==> config.mk <==
export PLATFORM = sky130hd
export DESIGN_NAME = sbus_ring_buffer_deframer
export DESIGN_NICKNAME = d
export VERILOG_FILES = /design/src/rtl/sbrd_pkg.sv /design/src/rtl/sbrd_cfg.sv /design/src/rtl/sbrd_datapath.sv /design/src/rtl/sbrd_ctrl.sv /design/src/rtl/sbus_ring_buffer_deframer.sv
export SDC_FILE = /design/constraint.sdc
export NUM_CORES = 2
export LEC_CHECK = 0
export BUFFER_PORTS_ARGS = -buffer_cell sky130_fd_sc_hd__buf_2
export CELL_PAD_IN_SITES_DETAIL_PLACEMENT = 1
export CELL_PAD_IN_SITES_GLOBAL_PLACEMENT = 1
export CORE_UTILIZATION = 25
export CTS_CLUSTER_SIZE = 25
export DETAILED_ROUTE_END_ITERATION = 8
export HOLD_SLACK_MARGIN = 0.15
export PLACE_DENSITY_LB_ADDON = 0.1
export SLEW_MARGIN = 5
export SYNTH_ARGS = -nofsm -noshare
export SYNTH_HDL_FRONTEND = slang
export SYNTH_HIERARCHICAL = 1
export SYNTH_SLANG_ARGS = --single-unit
==> constraint.sdc <==
create_clock -name clk_i -period 8.3 [get_ports clk_i]
set_input_delay 1.66 -clock clk_i [delete_from_list [all_inputs] [get_ports clk_i]]
set_output_delay 1.66 -clock clk_i [all_outputs]
set_load 0.05 [all_outputs]
==> src/rtl/sbrd_pkg.sv <==
// Shared types and constants for the SBUS ring buffer deframer.
// Used by sbrd_cfg, sbrd_ctrl, sbrd_datapath and the top level.
package sbrd_pkg;

  localparam int BUF_DEPTH = 256;
  localparam int PTR_W     = $clog2(BUF_DEPTH);
  localparam int FILL_W    = $clog2(BUF_DEPTH + 1);
  localparam int BYTE_W    = 8;

  localparam int FRAME_LEN   = 25;
  localparam int FR_CNT_W    = $clog2(FRAME_LEN);
  localparam int FR_PAY_LAST = 22;   // bytes 1..22 carry the channel bits
  localparam int FR_FLAG_IDX = 23;
  localparam int FR_LAST_IDX = FRAME_LEN - 1;

  localparam int NUM_CHAN  = 16;
  localparam int CHAN_W    = 11;
  localparam int CH_IDX_W  = $clog2(NUM_CHAN);
  localparam int PAYLOAD_W = NUM_CHAN * CHAN_W;
  localparam int CNT_W     = 16;

  localparam logic [BYTE_W-1:0] LOST_FLAG   = 8'h0C;
  localparam logic [CHAN_W-1:0] CHAN_CENTER = 11'h400;

  localparam logic [BYTE_W-1:0] HEADER_RST  = 8'd15;
  localparam logic [BYTE_W-1:0] TRAILER_RST = 8'd0;

  localparam int OUT_DATA_W = 72;
  localparam int OUT_USER_W = 3;
  localparam int IN_USER_W  = 2;
  localparam int IN_DATA_W  = 8;

  // item kinds
  localparam logic [1:0] KIND_WRITE = 2'd0;
  localparam logic [1:0] KIND_READ  = 2'd1;
  localparam logic [1:0] KIND_PARSE = 2'd2;
  localparam logic [1:0] KIND_CLEAR = 2'd3;

  // result status codes
  localparam logic [2:0] ST_DONE    = 3'd0;
  localparam logic [2:0] ST_FULL    = 3'd1;
  localparam logic [2:0] ST_EMPTY   = 3'd2;
  localparam logic [2:0] ST_SHORT   = 3'd3;
  localparam logic [2:0] ST_NOFRAME = 3'd4;

  // register indexes
  localparam logic REG_HEADER  = 1'b0;
  localparam logic REG_TRAILER = 1'b1;

  typedef struct packed {
    logic       load_in;
    logic       set_status;
    logic [2:0] status;
    logic       wr_byte;
    logic       set_ovf;
    logic       rd_take;
    logic       clr_buf;
    logic       skip_found;
    logic       skip_all;
    logic       scan_inc;
    logic       fr_take;
    logic       ch_load;
    logic       one_load;
  } cmd_t;

  typedef struct packed {
    logic [1:0] kind;
    logic       fill_zero;
    logic       fill_full;
    logic       fill_short;
    logic       scan_end;
    logic       match;
    logic       fr_last;
    logic       ch_last;
    logic       out_free;
  } stat_t;

endpackage

==> src/rtl/sbrd_cfg.sv <==
// APB register block: frame header and trailer byte values.
// Depends on sbrd_pkg.
module sbrd_cfg (
  input  logic                        clk_i,
  input  logic                        rst_ni,
  input  logic                        psel,
  input  logic                        penable,
  input  logic                        pwrite,
  input  logic [2:0]                  paddr,
  input  logic [31:0]                 pwdata,
  output logic [31:0]                 prdata,
  output logic                        pready,
  output logic [sbrd_pkg::BYTE_W-1:0] header_o,
  output logic [sbrd_pkg::BYTE_W-1:0] trailer_o
);

  logic [sbrd_pkg::BYTE_W-1:0] header_q, trailer_q;
  logic                        wr_en;
  logic                        reg_sel;

  assign pready  = 1'b1;
  assign wr_en   = psel & penable & pwrite & pready;
  assign reg_sel = paddr[2];

  always_ff @(posedge clk_i or negedge rst_ni) begin
    if (!rst_ni) begin
      header_q  <= sbrd_pkg::HEADER_RST;
      trailer_q <= sbrd_pkg::TRAILER_RST;
    end else if (wr_en) begin
      unique case (reg_sel)
        sbrd_pkg::REG_HEADER:  header_q  <= pwdata[sbrd_pkg::BYTE_W-1:0];
        sbrd_pkg::REG_TRAILER: trailer_q <= pwdata[sbrd_pkg::BYTE_W-1:0];
        default: ;
      endcase
    end
  end

  always_comb begin
    unique case (reg_sel)
      sbrd_pkg::REG_HEADER:  prdata = {24'd0, header_q};
      sbrd_pkg::REG_TRAILER: prdata = {24'd0, trailer_q};
      default:               prdata = '0;
    endcase
  end

  assign header_o  = header_q;
  assign trailer_o = trailer_q;

endmodule

==> src/rtl/sbrd_datapath.sv <==
// Datapath: byte ring memory, pointers, fill level, counters, frame
// shift register and the output register. Depends on sbrd_pkg.
module sbrd_datapath (
  input  logic                            clk_i,
  input  logic                            rst_ni,
  input  sbrd_pkg::cmd_t                  cmd_i,
  output sbrd_pkg::stat_t                 stat_o,
  input  logic [1:0]                      in_kind_i,
  input  logic [sbrd_pkg::BYTE_W-1:0]     in_data_i,
  input  logic [sbrd_pkg::BYTE_W-1:0]     header_i,
  input  logic [sbrd_pkg::BYTE_W-1:0]     trailer_i,
  input  logic                            m_ready_i,
  output logic                            m_valid_o,
  output logic [sbrd_pkg::OUT_DATA_W-1:0] m_data_o,
  output logic [sbrd_pkg::OUT_USER_W-1:0] m_user_o,
  output logic                            m_last_o
);

  localparam int PW = sbrd_pkg::PTR_W;
  localparam int FW = sbrd_pkg::FILL_W;
  localparam int BW = sbrd_pkg::BYTE_W;

  logic [BW-1:0] mem_q [sbrd_pkg::BUF_DEPTH];
  logic [BW-1:0] rd_a_q, rd_b_q;
  logic [PW-1:0] addr_a, addr_b;

  logic [1:0]    kind_q;
  logic [BW-1:0] data_q;
  logic [PW-1:0] wptr_q, wptr_d, rptr_q, rptr_d, scan_q, scan_d;
  logic [FW-1:0] fill_q, fill_d;
  logic          ovf_q, ovf_d;
  logic [sbrd_pkg::CNT_W-1:0] frames_q, frames_d, errors_q, errors_d;
  logic [2:0]    status_q;
  logic [BW-1:0] popped_q;
  logic [sbrd_pkg::FR_CNT_W-1:0] fr_cnt_q, fr_cnt_d;
  logic [sbrd_pkg::CH_IDX_W-1:0] ch_idx_q, ch_idx_d;
  logic [sbrd_pkg::PAYLOAD_W-1:0] payload_q, payload_d;
  logic          lost_q, lost_d;
  logic [FW-1:0] skip_n;

  logic          out_valid_q;
  logic          out_load;
  logic          out_last_q;
  logic [2:0]    out_status_q;
  logic [BW-1:0] out_popped_q;
  logic [sbrd_pkg::CH_IDX_W-1:0] out_idx_q;
  logic [sbrd_pkg::CHAN_W-1:0]   out_value_q;
  logic          out_lost_q;
  logic [FW-1:0] out_fill_q;
  logic          out_ovf_q;
  logic [sbrd_pkg::CNT_W-1:0] out_frames_q, out_errors_q;

  // candidate byte and the last byte of a frame starting there
  assign addr_a = rptr_q + scan_q;
  assign addr_b = rptr_q + scan_q + PW'(sbrd_pkg::FRAME_LEN - 1);

  always_ff @(posedge clk_i) begin
    if (cmd_i.wr_byte) begin
      mem_q[wptr_q] <= data_q;
    end
    rd_a_q <= mem_q[addr_a];
    rd_b_q <= mem_q[addr_b];
  end

  always_ff @(posedge clk_i) begin
    if (cmd_i.load_in) begin
      kind_q <= in_kind_i;
      data_q <= in_data_i;
    end
  end

  assign skip_n = {1'b0, scan_q} + FW'(1);

  always_comb begin
    wptr_d    = wptr_q;
    rptr_d    = rptr_q;
    scan_d    = scan_q;
    fill_d    = fill_q;
    ovf_d     = ovf_q;
    frames_d  = frames_q;
    errors_d  = errors_q;
    fr_cnt_d  = fr_cnt_q;
    ch_idx_d  = ch_idx_q;
    payload_d = payload_q;
    lost_d    = lost_q;
    if (cmd_i.clr_buf) begin
      wptr_d = '0;
      rptr_d = '0;
      fill_d = '0;
      ovf_d  = 1'b0;
    end
    if (cmd_i.set_ovf) begin
      ovf_d = 1'b1;
    end
    if (cmd_i.wr_byte) begin
      wptr_d = wptr_q + PW'(1);
      fill_d = fill_q + FW'(1);
    end
    if (cmd_i.rd_take) begin
      rptr_d = rptr_q + PW'(1);
      fill_d = fill_q - FW'(1);
    end
    if (cmd_i.scan_inc) begin
      scan_d = scan_q + PW'(1);
    end
    if (cmd_i.skip_found) begin
      rptr_d   = rptr_q + scan_q;
      fill_d   = fill_q - {1'b0, scan_q};
      scan_d   = '0;
      fr_cnt_d = '0;
    end
    if (cmd_i.skip_all) begin
      rptr_d   = rptr_q + skip_n[PW-1:0];
      fill_d   = fill_q - skip_n;
      scan_d   = '0;
      errors_d = errors_q + sbrd_pkg::CNT_W'(1);
    end
    if (cmd_i.fr_take) begin
      rptr_d   = rptr_q + PW'(1);
      fill_d   = fill_q - FW'(1);
      fr_cnt_d = fr_cnt_q + sbrd_pkg::FR_CNT_W'(1);
      if (fr_cnt_q != '0 &&
          fr_cnt_q <= sbrd_pkg::FR_CNT_W'(sbrd_pkg::FR_PAY_LAST)) begin
        payload_d = {rd_a_q, payload_q[sbrd_pkg::PAYLOAD_W-1:BW]};
      end
      if (fr_cnt_q == sbrd_pkg::FR_CNT_W'(sbrd_pkg::FR_FLAG_IDX)) begin
        lost_d = (rd_a_q == sbrd_pkg::LOST_FLAG);
      end
      if (stat_o.fr_last) begin
        frames_d = frames_q + sbrd_pkg::CNT_W'(1);
        ch_idx_d = '0;
      end
    end
    if (cmd_i.ch_load) begin
      payload_d = payload_q >> sbrd_pkg::CHAN_W;
      ch_idx_d  = ch_idx_q + sbrd_pkg::CH_IDX_W'(1);
    end
  end

  always_ff @(posedge clk_i or negedge rst_ni) begin
    if (!rst_ni) begin
      wptr_q   <= '0;
      rptr_q   <= '0;
      scan_q   <= '0;
      fill_q   <= '0;
      ovf_q    <= 1'b0;
      frames_q <= '0;
      errors_q <= '0;
      fr_cnt_q <= '0;
      ch_idx_q <= '0;
    end else begin
      wptr_q   <= wptr_d;
      rptr_q   <= rptr_d;
      scan_q   <= scan_d;
      fill_q   <= fill_d;
      ovf_q    <= ovf_d;
      frames_q <= frames_d;
      errors_q <= errors_d;
      fr_cnt_q <= fr_cnt_d;
      ch_idx_q <= ch_idx_d;
    end
  end

  always_ff @(posedge clk_i) begin
    payload_q <= payload_d;
    lost_q    <= lost_d;
    if (cmd_i.set_status) begin
      status_q <= cmd_i.status;
      popped_q <= '0;
    end
    if (cmd_i.rd_take) begin
      popped_q <= rd_a_q;
    end
  end

  // output register
  assign out_load = cmd_i.ch_load | cmd_i.one_load;

  always_ff @(posedge clk_i or negedge rst_ni) begin
    if (!rst_ni) begin
      out_valid_q <= 1'b0;
    end else if (out_load) begin
      out_valid_q <= 1'b1;
    end else if (m_ready_i) begin
      out_valid_q <= 1'b0;
    end
  end

  always_ff @(posedge clk_i) begin
    if (out_load) begin
      out_fill_q   <= fill_q;
      out_ovf_q    <= ovf_q;
      out_frames_q <= frames_q;
      out_errors_q <= errors_q;
      if (cmd_i.ch_load) begin
        out_status_q <= sbrd_pkg::ST_DONE;
        out_popped_q <= '0;
        out_idx_q    <= ch_idx_q;
        out_value_q  <= payload_q[sbrd_pkg::CHAN_W-1:0] ^ sbrd_pkg::CHAN_CENTER;
        out_lost_q   <= lost_q;
        out_last_q   <= stat_o.ch_last;
      end else begin
        out_status_q <= status_q;
        out_popped_q <= popped_q;
        out_idx_q    <= '0;
        out_value_q  <= '0;
        out_lost_q   <= 1'b0;
        out_last_q   <= 1'b1;
      end
    end
  end

  assign m_valid_o = out_valid_q;
  assign m_last_o  = out_last_q;
  assign m_user_o  = out_status_q;
  assign m_data_o  = {6'd0, out_errors_q, out_frames_q, out_ovf_q, out_fill_q,
                      out_lost_q, out_value_q, out_idx_q, out_popped_q};

  assign stat_o.kind       = kind_q;
  assign stat_o.fill_zero  = (fill_q == '0);
  assign stat_o.fill_full  = (fill_q == FW'(sbrd_pkg::BUF_DEPTH));
  assign stat_o.fill_short = (fill_q < FW'(sbrd_pkg::FRAME_LEN));
  assign stat_o.scan_end   = ({1'b0, scan_q} == fill_q - FW'(sbrd_pkg::FRAME_LEN));
  assign stat_o.match      = (rd_a_q == header_i) && (rd_b_q == trailer_i);
  assign stat_o.fr_last    = (fr_cnt_q == sbrd_pkg::FR_CNT_W'(sbrd_pkg::FR_LAST_IDX));
  assign stat_o.ch_last    = (ch_idx_q == sbrd_pkg::CH_IDX_W'(sbrd_pkg::NUM_CHAN - 1));
  assign stat_o.out_free   = !out_valid_q || m_ready_i;

  a_fill_bound: assert property (@(posedge clk_i) disable iff (!rst_ni)
    fill_q <= FW'(sbrd_pkg::BUF_DEPTH))
    else $error("fill level above buffer depth");

  a_ptr_fill: assert property (@(posedge clk_i) disable iff (!rst_ni)
    PW'(wptr_q - rptr_q) == fill_q[PW-1:0])
    else $error("pointers disagree with fill level");

  a_midframe_done: assert property (@(posedge clk_i) disable iff (!rst_ni)
    (out_valid_q && !out_last_q) |-> (out_status_q == sbrd_pkg::ST_DONE))
    else $error("non-final result without done status");

endmodule

==> src/rtl/sbrd_ctrl.sv <==
// Controller state machine: sequences writes, reads, clears, the frame
// search, the frame fetch and result emission. Depends on sbrd_pkg.
module sbrd_ctrl (
  input  logic            clk_i,
  input  logic            rst_ni,
  input  logic            s_valid_i,
  output logic            s_ready_o,
  input  sbrd_pkg::stat_t stat_i,
  output sbrd_pkg::cmd_t  cmd_o
);

  localparam logic [3:0] S_IDLE      = 4'd0;
  localparam logic [3:0] S_EXEC      = 4'd1;
  localparam logic [3:0] S_RD_TAKE   = 4'd2;
  localparam logic [3:0] S_SCAN_ADDR = 4'd3;
  localparam logic [3:0] S_SCAN_CMP  = 4'd4;
  localparam logic [3:0] S_FR_ADDR   = 4'd5;
  localparam logic [3:0] S_FR_TAKE   = 4'd6;
  localparam logic [3:0] S_EMIT_CH   = 4'd7;
  localparam logic [3:0] S_EMIT_ONE  = 4'd8;

  logic [3:0] state_q, state_d;

  assign s_ready_o = (state_q == S_IDLE);

  always_comb begin
    state_d = state_q;
    cmd_o   = '0;
    cmd_o.load_in = s_valid_i && s_ready_o;
    unique case (state_q)
      S_IDLE: begin
        if (s_valid_i) state_d = S_EXEC;
      end
      S_EXEC: begin
        cmd_o.set_status = 1'b1;
        cmd_o.status     = sbrd_pkg::ST_DONE;
        state_d          = S_EMIT_ONE;
        unique case (stat_i.kind)
          sbrd_pkg::KIND_WRITE: begin
            if (stat_i.fill_full) begin
              cmd_o.set_ovf = 1'b1;
              cmd_o.status  = sbrd_pkg::ST_FULL;
            end else begin
              cmd_o.wr_byte = 1'b1;
            end
          end
          sbrd_pkg::KIND_READ: begin
            if (stat_i.fill_zero) begin
              cmd_o.status = sbrd_pkg::ST_EMPTY;
            end else begin
              state_d = S_RD_TAKE;
            end
          end
          sbrd_pkg::KIND_PARSE: begin
            if (stat_i.fill_short) begin
              cmd_o.status = sbrd_pkg::ST_SHORT;
            end else begin
              state_d = S_SCAN_ADDR;
            end
          end
          sbrd_pkg::KIND_CLEAR: begin
            cmd_o.clr_buf = 1'b1;
          end
          default: ;
        endcase
      end
      S_RD_TAKE: begin
        cmd_o.rd_take = 1'b1;
        state_d       = S_EMIT_ONE;
      end
      S_SCAN_ADDR: begin
        state_d = S_SCAN_CMP;
      end
      S_SCAN_CMP: begin
        if (stat_i.match) begin
          cmd_o.skip_found = 1'b1;
          state_d          = S_FR_ADDR;
        end else if (stat_i.scan_end) begin
          cmd_o.skip_all   = 1'b1;
          cmd_o.set_status = 1'b1;
          cmd_o.status     = sbrd_pkg::ST_NOFRAME;
          state_d          = S_EMIT_ONE;
        end else begin
          cmd_o.scan_inc = 1'b1;
          state_d        = S_SCAN_ADDR;
        end
      end
      S_FR_ADDR: begin
        state_d = S_FR_TAKE;
      end
      S_FR_TAKE: begin
        cmd_o.fr_take = 1'b1;
        state_d       = stat_i.fr_last ? S_EMIT_CH : S_FR_ADDR;
      end
      S_EMIT_CH: begin
        if (stat_i.out_free) begin
          cmd_o.ch_load = 1'b1;
          if (stat_i.ch_last) state_d = S_IDLE;
        end
      end
      S_EMIT_ONE: begin
        if (stat_i.out_free) begin
          cmd_o.one_load = 1'b1;
          state_d        = S_IDLE;
        end
      end
      default: state_d = S_IDLE;
    endcase
  end

  always_ff @(posedge clk_i or negedge rst_ni) begin
    if (!rst_ni) begin
      state_q <= S_IDLE;
    end else begin
      state_q <= state_d;
    end
  end

  a_accept_exec: assert property (@(posedge clk_i) disable iff (!rst_ni)
    (s_valid_i && s_ready_o) |=> (state_q == S_EXEC))
    else $error("accepted transaction not dispatched");

endmodule

==> src/rtl/sbus_ring_buffer_deframer.sv <==
// Top level of the SBUS ring buffer deframer.
// Instantiates sbrd_cfg, sbrd_ctrl and sbrd_datapath; depends on sbrd_pkg.

// One input transaction is processed at a time; a new one is taken once the
// previous one has placed its last result in the output register, so results
// may still wait downstream. Write, clear, a read of an empty buffer and a
// parse with fewer than 25 bytes each give one result after dispatch; any other
// read first takes its byte from the ring. A parse with enough bytes checks
// frame-start candidates in turn (each candidate is one registered read of the
// 256-byte ring on two ports, then a compare), up to 232 candidates. A failed
// search gives one result with status 4 and leaves the last 24 bytes. A found
// frame fetches the 25 frame bytes one by one through the ring's read port,
// then gives one channel result per cycle (16) while the output side is ready,
// before the next transaction is taken. No clearing pass is needed after reset.
module sbus_ring_buffer_deframer (
  input  logic        clk_i,
  input  logic        rst_ni,
  input  logic        s_axis_tvalid_i,
  output logic        s_axis_tready_o,
  input  logic [7:0]  s_axis_tdata_i,   // [7:0] data_byte
  input  logic [1:0]  s_axis_tuser_i,   // [1:0] kind
  output logic        m_axis_tvalid_o,
  input  logic        m_axis_tready_i,
  // [7:0] popped_byte, [11:8] channel_index, [22:12] channel_value,
  // [23] signal_lost, [32:24] fill_count, [33] overflow_seen,
  // [49:34] frames_decoded, [65:50] errors_seen, [71:66] zero
  output logic [71:0] m_axis_tdata_o,
  output logic [2:0]  m_axis_tuser_o,   // [2:0] status
  output logic        m_axis_tlast_o,
  input  logic        psel,
  input  logic        penable,
  input  logic        pwrite,
  input  logic [2:0]  paddr,
  input  logic [31:0] pwdata,
  output logic [31:0] prdata,
  output logic        pready
);

  sbrd_pkg::cmd_t              cmd;
  sbrd_pkg::stat_t             stat;
  logic [sbrd_pkg::BYTE_W-1:0] header_val, trailer_val;

  sbrd_cfg u_cfg (
    .clk_i     (clk_i),
    .rst_ni    (rst_ni),
    .psel      (psel),
    .penable   (penable),
    .pwrite    (pwrite),
    .paddr     (paddr),
    .pwdata    (pwdata),
    .prdata    (prdata),
    .pready    (pready),
    .header_o  (header_val),
    .trailer_o (trailer_val)
  );

  sbrd_ctrl u_ctrl (
    .clk_i     (clk_i),
    .rst_ni    (rst_ni),
    .s_valid_i (s_axis_tvalid_i),
    .s_ready_o (s_axis_tready_o),
    .stat_i    (stat),
    .cmd_o     (cmd)
  );

  sbrd_datapath u_dp (
    .clk_i     (clk_i),
    .rst_ni    (rst_ni),
    .cmd_i     (cmd),
    .stat_o    (stat),
    .in_kind_i (s_axis_tuser_i),
    .in_data_i (s_axis_tdata_i),
    .header_i  (header_val),
    .trailer_i (trailer_val),
    .m_ready_i (m_axis_tready_i),
    .m_valid_o (m_axis_tvalid_o),
    .m_data_o  (m_axis_tdata_o),
    .m_user_o  (m_axis_tuser_o),
    .m_last_o  (m_axis_tlast_o)
  );

endmodule

**Word-level counts from Yosys, hierarchy flattened**

Memories as Yosys holds them, arrays and structs flattened. A register that Yosys moved wholly into a read port is not among the register bits.
Index checks and enable logic that the tools add are counted.

- Register bits after elaboration: 364
- Bits in latches: 0
- Memory bits (writable): 2048
- ROM bits: 0
- Input bits: 52
- Output and inout port bits: 111
- Word-level logic and storage cells: 171
- Memories kept: 1

- $add $sub $neg: 16
- Multiply operators: 0
- Div/mod/pow operators: 0
- Order comparisons: 2
- Equal/unequal tests: 23
- Shift-type cells: 0
- Muxes and demuxes: 66
- Bitwise gates (word level): 5
- Reductions and logical operators: 28

Memory list:

| name | depth | width | rd ports | clocked after memory_dff | write ports | line | text |
|---|---|---|---|---|---|---|---|
| u_dp.mem_q | 256 | 8 | 2 | 2 | 1 | sbrd_datapath.sv:23 | `logic [BW-1:0] mem_q [sbrd_pkg::BUF_DEPTH];` |

Operators by type and width:

| kind | number |
|---|---|
| 165-bit 2-to-1 mux | 3 |
| 8-bit 2-to-1 mux | 11 |
| 32-bit case mux with 2 select lines | 1 |
| 9-bit 2-to-1 mux | 6 |
| 4-bit 2-to-1 mux | 13 |
| 4-bit case mux with 9 select lines | 1 |
| 16-bit by 1-bit adder with 16-bit output (second input constant) | 2 |
| 8-bit by 1-bit adder with 8-bit output (second input constant) | 3 |
| 1-bit 2-to-1 mux | 19 |
| 8-bit adder | 2 |
| 4-bit by 3-bit equality test with 1-bit output (second input constant) | 4 |
| 8-bit equality test | 2 |
| 4-bit case mux with 2 select lines | 2 |
| 2-bit nonzero test | 8 |
| 2-bit AND reduction | 7 |
| 2-bit 2-to-1 mux | 6 |
| 5-bit equality test (second input constant) | 2 |
| 5-bit 2-to-1 mux | 2 |
| 5-bit nonzero test | 2 |
| 8-bit by 1-bit adder with 9-bit output (second input constant) | 1 |
| 9-bit by 1-bit adder with 9-bit output (second input constant) | 1 |
| 8-bit by 9-bit equality test with 1-bit output | 1 |
| 9-bit equality test (second input constant) | 1 |
| 9-bit zero test | 1 |
| 29 further kinds | 39 |

**Longest topological paths before layout**

- Word-level depth: 9
- Gate-level depth with buffers: 19
- Gate-level depth less buffers: 17

**Cells and area by module**

Netlist, hierarchy kept.

Modules (own cells, without submodules):

| module | times used | cells an instance | area each (um^2) | sequential area each (um^2) |
|---|---|---|---|---|
| sbrd_datapath | 1 | 5151 | 98663.4 | 71658.7 |
| sbrd_cfg | 1 | 70 | 927.1 | 405.4 |
| sbrd_ctrl | 1 | 67 | 555.5 | 100.1 |

**Worst setup path before layout**

OpenSTA, ideal clock, no wires.

- Path type: input -> register
- Start point: input m_axis_tready_i
- End point: register u_dp/payload_q[0] (netlist name) (enable)
- Library setup time: 0.554 ns
- Arrival: 6.509 ns
- Data required time: 7.746 ns
- Path slack: 1.238 ns
- Stages on the path: 5
- Path buffers: 2
- Cell sequence: nand2b_1 and4_2 clkbuf_1 clkbuf_1 nand2b_1

RTL lines:

| item | line | text |
|---|---|---|
| start, declared | sbus_ring_buffer_deframer.sv:23 | `input logic m_axis_tready_i,` |
| end signal, assigned | sbrd_datapath.sv:165 | `payload_q <= payload_d;` |
| end, declared | sbrd_datapath.sv:37 | `logic [sbrd_pkg::PAYLOAD_W-1:0] payload_q, payload_d;` |

**Worst setup path in the final report**

- Start point: register u_dp.scan_q[1]
- End point: register u_dp.rd_b_q[4], read port of u_dp.mem_q

- Longest elaborated chain between the ends: 2

RTL lines:

| item | line | text |
|---|---|---|
| start, declared | sbrd_datapath.sv:29 | `logic [PW-1:0] wptr_q, wptr_d, rptr_q, rptr_d, scan_q, scan_d;` |
| start signal, assigned | sbrd_datapath.sv:154 | `scan_q <= scan_d;` |
| 8-bit adder | sbrd_datapath.sv:55 | `assign addr_b = rptr_q + scan_q + PW'(sbrd_pkg::FRAME_LEN - 1);` |
| 8-bit by 5-bit adder with 8-bit output | sbrd_datapath.sv:55 |  |
| end, declared | sbrd_datapath.sv:24 | `logic [BW-1:0] rd_a_q, rd_b_q;` |

Every way passes these cells.
A chain may end at the register's enable or synchronous reset.

==> summary.md <==
| Metric | Value |
|---|---|
| Clk buf depth | 4 |
| Int Pwr | ~26 mW |
| First-pass GRT wire length | 437500 microns |
| Status | finished clean |
| Post-synth EDFFs | 2305 |
| Initial core utilization | between 20% and 30% |
| Commonest non-fill, non-tap cell in the layout | edfxtp_1 |
| Fmax | 176.0 MHz |
| CTS tree | done |
| Rows | 232 |
| Combinational fraction of design power | a little under a third |
| Final Max Tran Viols | 0 |
| Register area share after synthesis | 72.06% |
| Final Cell Area | 116000 sq um |
| Post-DR wirelength/cell | 28.37 microns |
| Top-area cell type share of the netlist area | 69.12% |
| Min Hold Slack | 0.4591 ns |
| Detailed Route Iter0 Violations | 3587 |
| GRT Residual Overflow | 0 |
| Reg2Reg Depth | 11 |
| Final setup fails | 0 |
| Die width | 634.9 microns |
| H-tree levels | 5 |
| Crit-path leading delay family | compound AO/OA/AOI/OAI gates |
| CP Launch Type | flop |
| # Post-CTS Setup Buffers | 0 |
| Core Util, Final | 29.06% |
| Worst EP required | 9.04 ns |
| Yosys warning count | 6 |
| Worst rel slew slack | 4.837% |
| Antenna violations before repair | 19 |
| Period utilization | 68.44% |
| Slowest stage cell, crit path | ha_2 |
| Cell area after synthesis | 100100 sq um |
| Buf/Inv on CP | 1 |
| Sw Pwr | around 13 mW |
| Post-route ant nets | 0 |
| Slew @ Worst Pin | between 1 and 1.5 ns |
| Skew-Pair Late Insertion Delay | 0.92 ns |
| Largest cells by area after synthesis | edfxtp_1, mux4_2, mux2_2, mux2i_1, dfrtp_1 |
| Max FO, Critical Path | 55 |
| Total GRT Usage | 15.16% |
| Seq pwr share | 37.5% |
| Clock Skews | 0.04941 ns |
| Setup CP Type | reg -> reg |
| Clock Power Share | 32.0% |
| Crit path arrival time | 6.42 ns |
| Num CTS Buffers | 290 |
| Seq cells post-synth | 2428 |
| Die Ht | 634.9 microns |
| Vias | 50.47k |
| Most frequent cells in the layout | edfxtp_1, mux4_2, nor2_1 |
| Worst vdd ir | between 0.2 and 0.25 mV |
| Routability Congestion | 0.7917 |
| IO Pins | roughly 160 |
| Worst-path clk slew | about 0.060 ns |
| Ys flop type | edfxtp_1 |
| Ys async rst share | 3.954% |
| Number of fill cells | slightly above 40k |
| DIE AREA | 403100 sq um |
| Final #Nets | 5585 |
| DP Cell Count | 10.45k |
| Total wire length | 311600 microns |
| Crit end category | flop |
| Non-filler instance count after layout | 10.98k |
| Hold Buf Count CTS | 0 |
| Reg2Reg Setup Slack | 2.62 ns |
| Switch share | 32.93% |
| Largest net degree at the start of global routing | 189 |
| CP Cell Sequence | ha_1, a211oi_1, o21bai_1, and2_1, inv_6, ha_2, nand2_1, o22ai_1, nor2_1, o211ai_1, nand3_1 |
| Fin. Hold Viols | 0 |
| Maximum capacitance violations | 0 |
| RSZ-0062 raised after global routing | no |
| Share of cells above drive strength 1 | 25.49% |
| Post-cts resize count | 0 |
| HPWL Detailed | 194200 microns |
| Vias/cell | 4.596 |
| I/O Buffers | 105 |
| CTS root buf | clkbuf_16 |
| Layout area overhead | 15.83% |
| Syn Inst Count | 5288 |
| Core ar. | around 400000 sq um |
| Number of global-route vias before repair | 54.23k |
| Area leader, netlist | edfxtp_1 |
| DRT Pass-1 Iters | 5 |
| Post-route DRC | 0 |
| Max incr delay on CP | 0.88 ns |
| HP Class | reg -> reg |
| Placed Area | 106900 sq um |
| Clk sinks | 2428 |
| Final Critical Period | 5.680 ns |
| WHS Path Cells | 0 |
| Synthesized area per cell | 18.94 sq um |
| Setup TNS | 0 ns |
| Synth unique cells | between 80 and 90 |
| CP Depth | 11 |
| Power Density | approximately 330 nW/um^2 |
| Pleak | roughly 36 nW |
[path summary, 6_finish.rpt]
kind                           startpoint        endpoint
setup / recovery           u_dp/scan_q[1]  u_dp/rd_b_q[4]
hold / removal                 u_dp/ovf_q  u_dp/out_ovf_q
setup reg to reg           u_dp/scan_q[1]  u_dp/rd_b_q[4]
hold reg to reg                u_dp/ovf_q  u_dp/out_ovf_q
max in group asynchronous          rst_ni  u_dp/wptr_q[1]
min in group asynchronous          rst_ni  u_dp/fill_q[8]
[layer usage]
metal / track usage [%] / wire length, microns / share of wire (%) / vias up
li1: - / - / - / 21660
met1: 21.38 / 145800 / 47 / 27510
met2: 24.77 / 148500 / 48 / 943
met3: 2.106 / 10900 / 3.5 / 364
met4: 3.305 / 6370 / 2.0 / 4
met5: 0 / 23 / 0.0074 / -
[Yosys cell counts, drive strengths merged, types with 44 or more instances]
cell type  number
mux2i         246
edfxtp       2305
buf           215
o21ai          53
dfrtp          92
nand3         124
xnor2          80
clkbuf        119
inv            44
mux2          255
ha             52
nand2         248
mux4          560
nor2          386
[flip-flops by register name (all words and copies together) (netlist names), 9 cells and up]
name	flops
u_dp/out_fill_q	9
u_dp/fill_q	9
u_dp/mem_q	2048
u_dp/out_errors_q	16
u_dp/errors_q	16
u_dp/payload_q	176
u_dp/out_value_q	11
u_dp/out_frames_q	16
u_dp/frames_q	16
[layout make-up]
type	count	area [sq um]	share of cell area, %
Inverter	45	173.9	0.1499
Timing Repair Buffer	203	1564	1.348
Clock buffer	370	7777	6.705
Tap cell	5265	6588	5.679
Clock inverter	150	1267	1.093
Sequential cell	2428	72160	62.21
Multi-Input combinational cell	2509	26440	22.79
Antenna cell	11	27.53	0.02373
[logic make-up after synthesis]
group | after synthesis | share of synthesized area, %
buffers and inverters | 379 | 1.904
AND/OR/NAND/NOR | 935 | 4.177
other | 3 | 0.01124
AO/OA/AOI/OAI | 315 | 2.214
adder cells (fa/ha/maj) | 56 | 0.7296
XOR/XNOR | 111 | 0.9858
flip-flops | 2428 | 72.06
multiplexers | 1061 | 17.92
[through the flow]
stage	setup WS [ns]	total power, mW
after global routing	2.296	40.10
after floorplan	1.238	22.09
after CTS	2.567	39.29
final	2.620	38.43
after detailed placement	2.615	26.73
after global placement	2.645	26.69
[power by group through the flow]
stage / clock, mW / sequential (mW) / combinational, mW
final: 12.3 / 14.4 / 11.7
after global routing: 13.2 / 14.4 / 12.5
after CTS: 12.8 / 14.4 / 12.1
after detailed placement: 0 / 14.7 / 12.1
after global placement: 0 / 14.7 / 12.0
after floorplan: 0 / 15.1 / 7.01
Power figures use the tool's default switching activity.
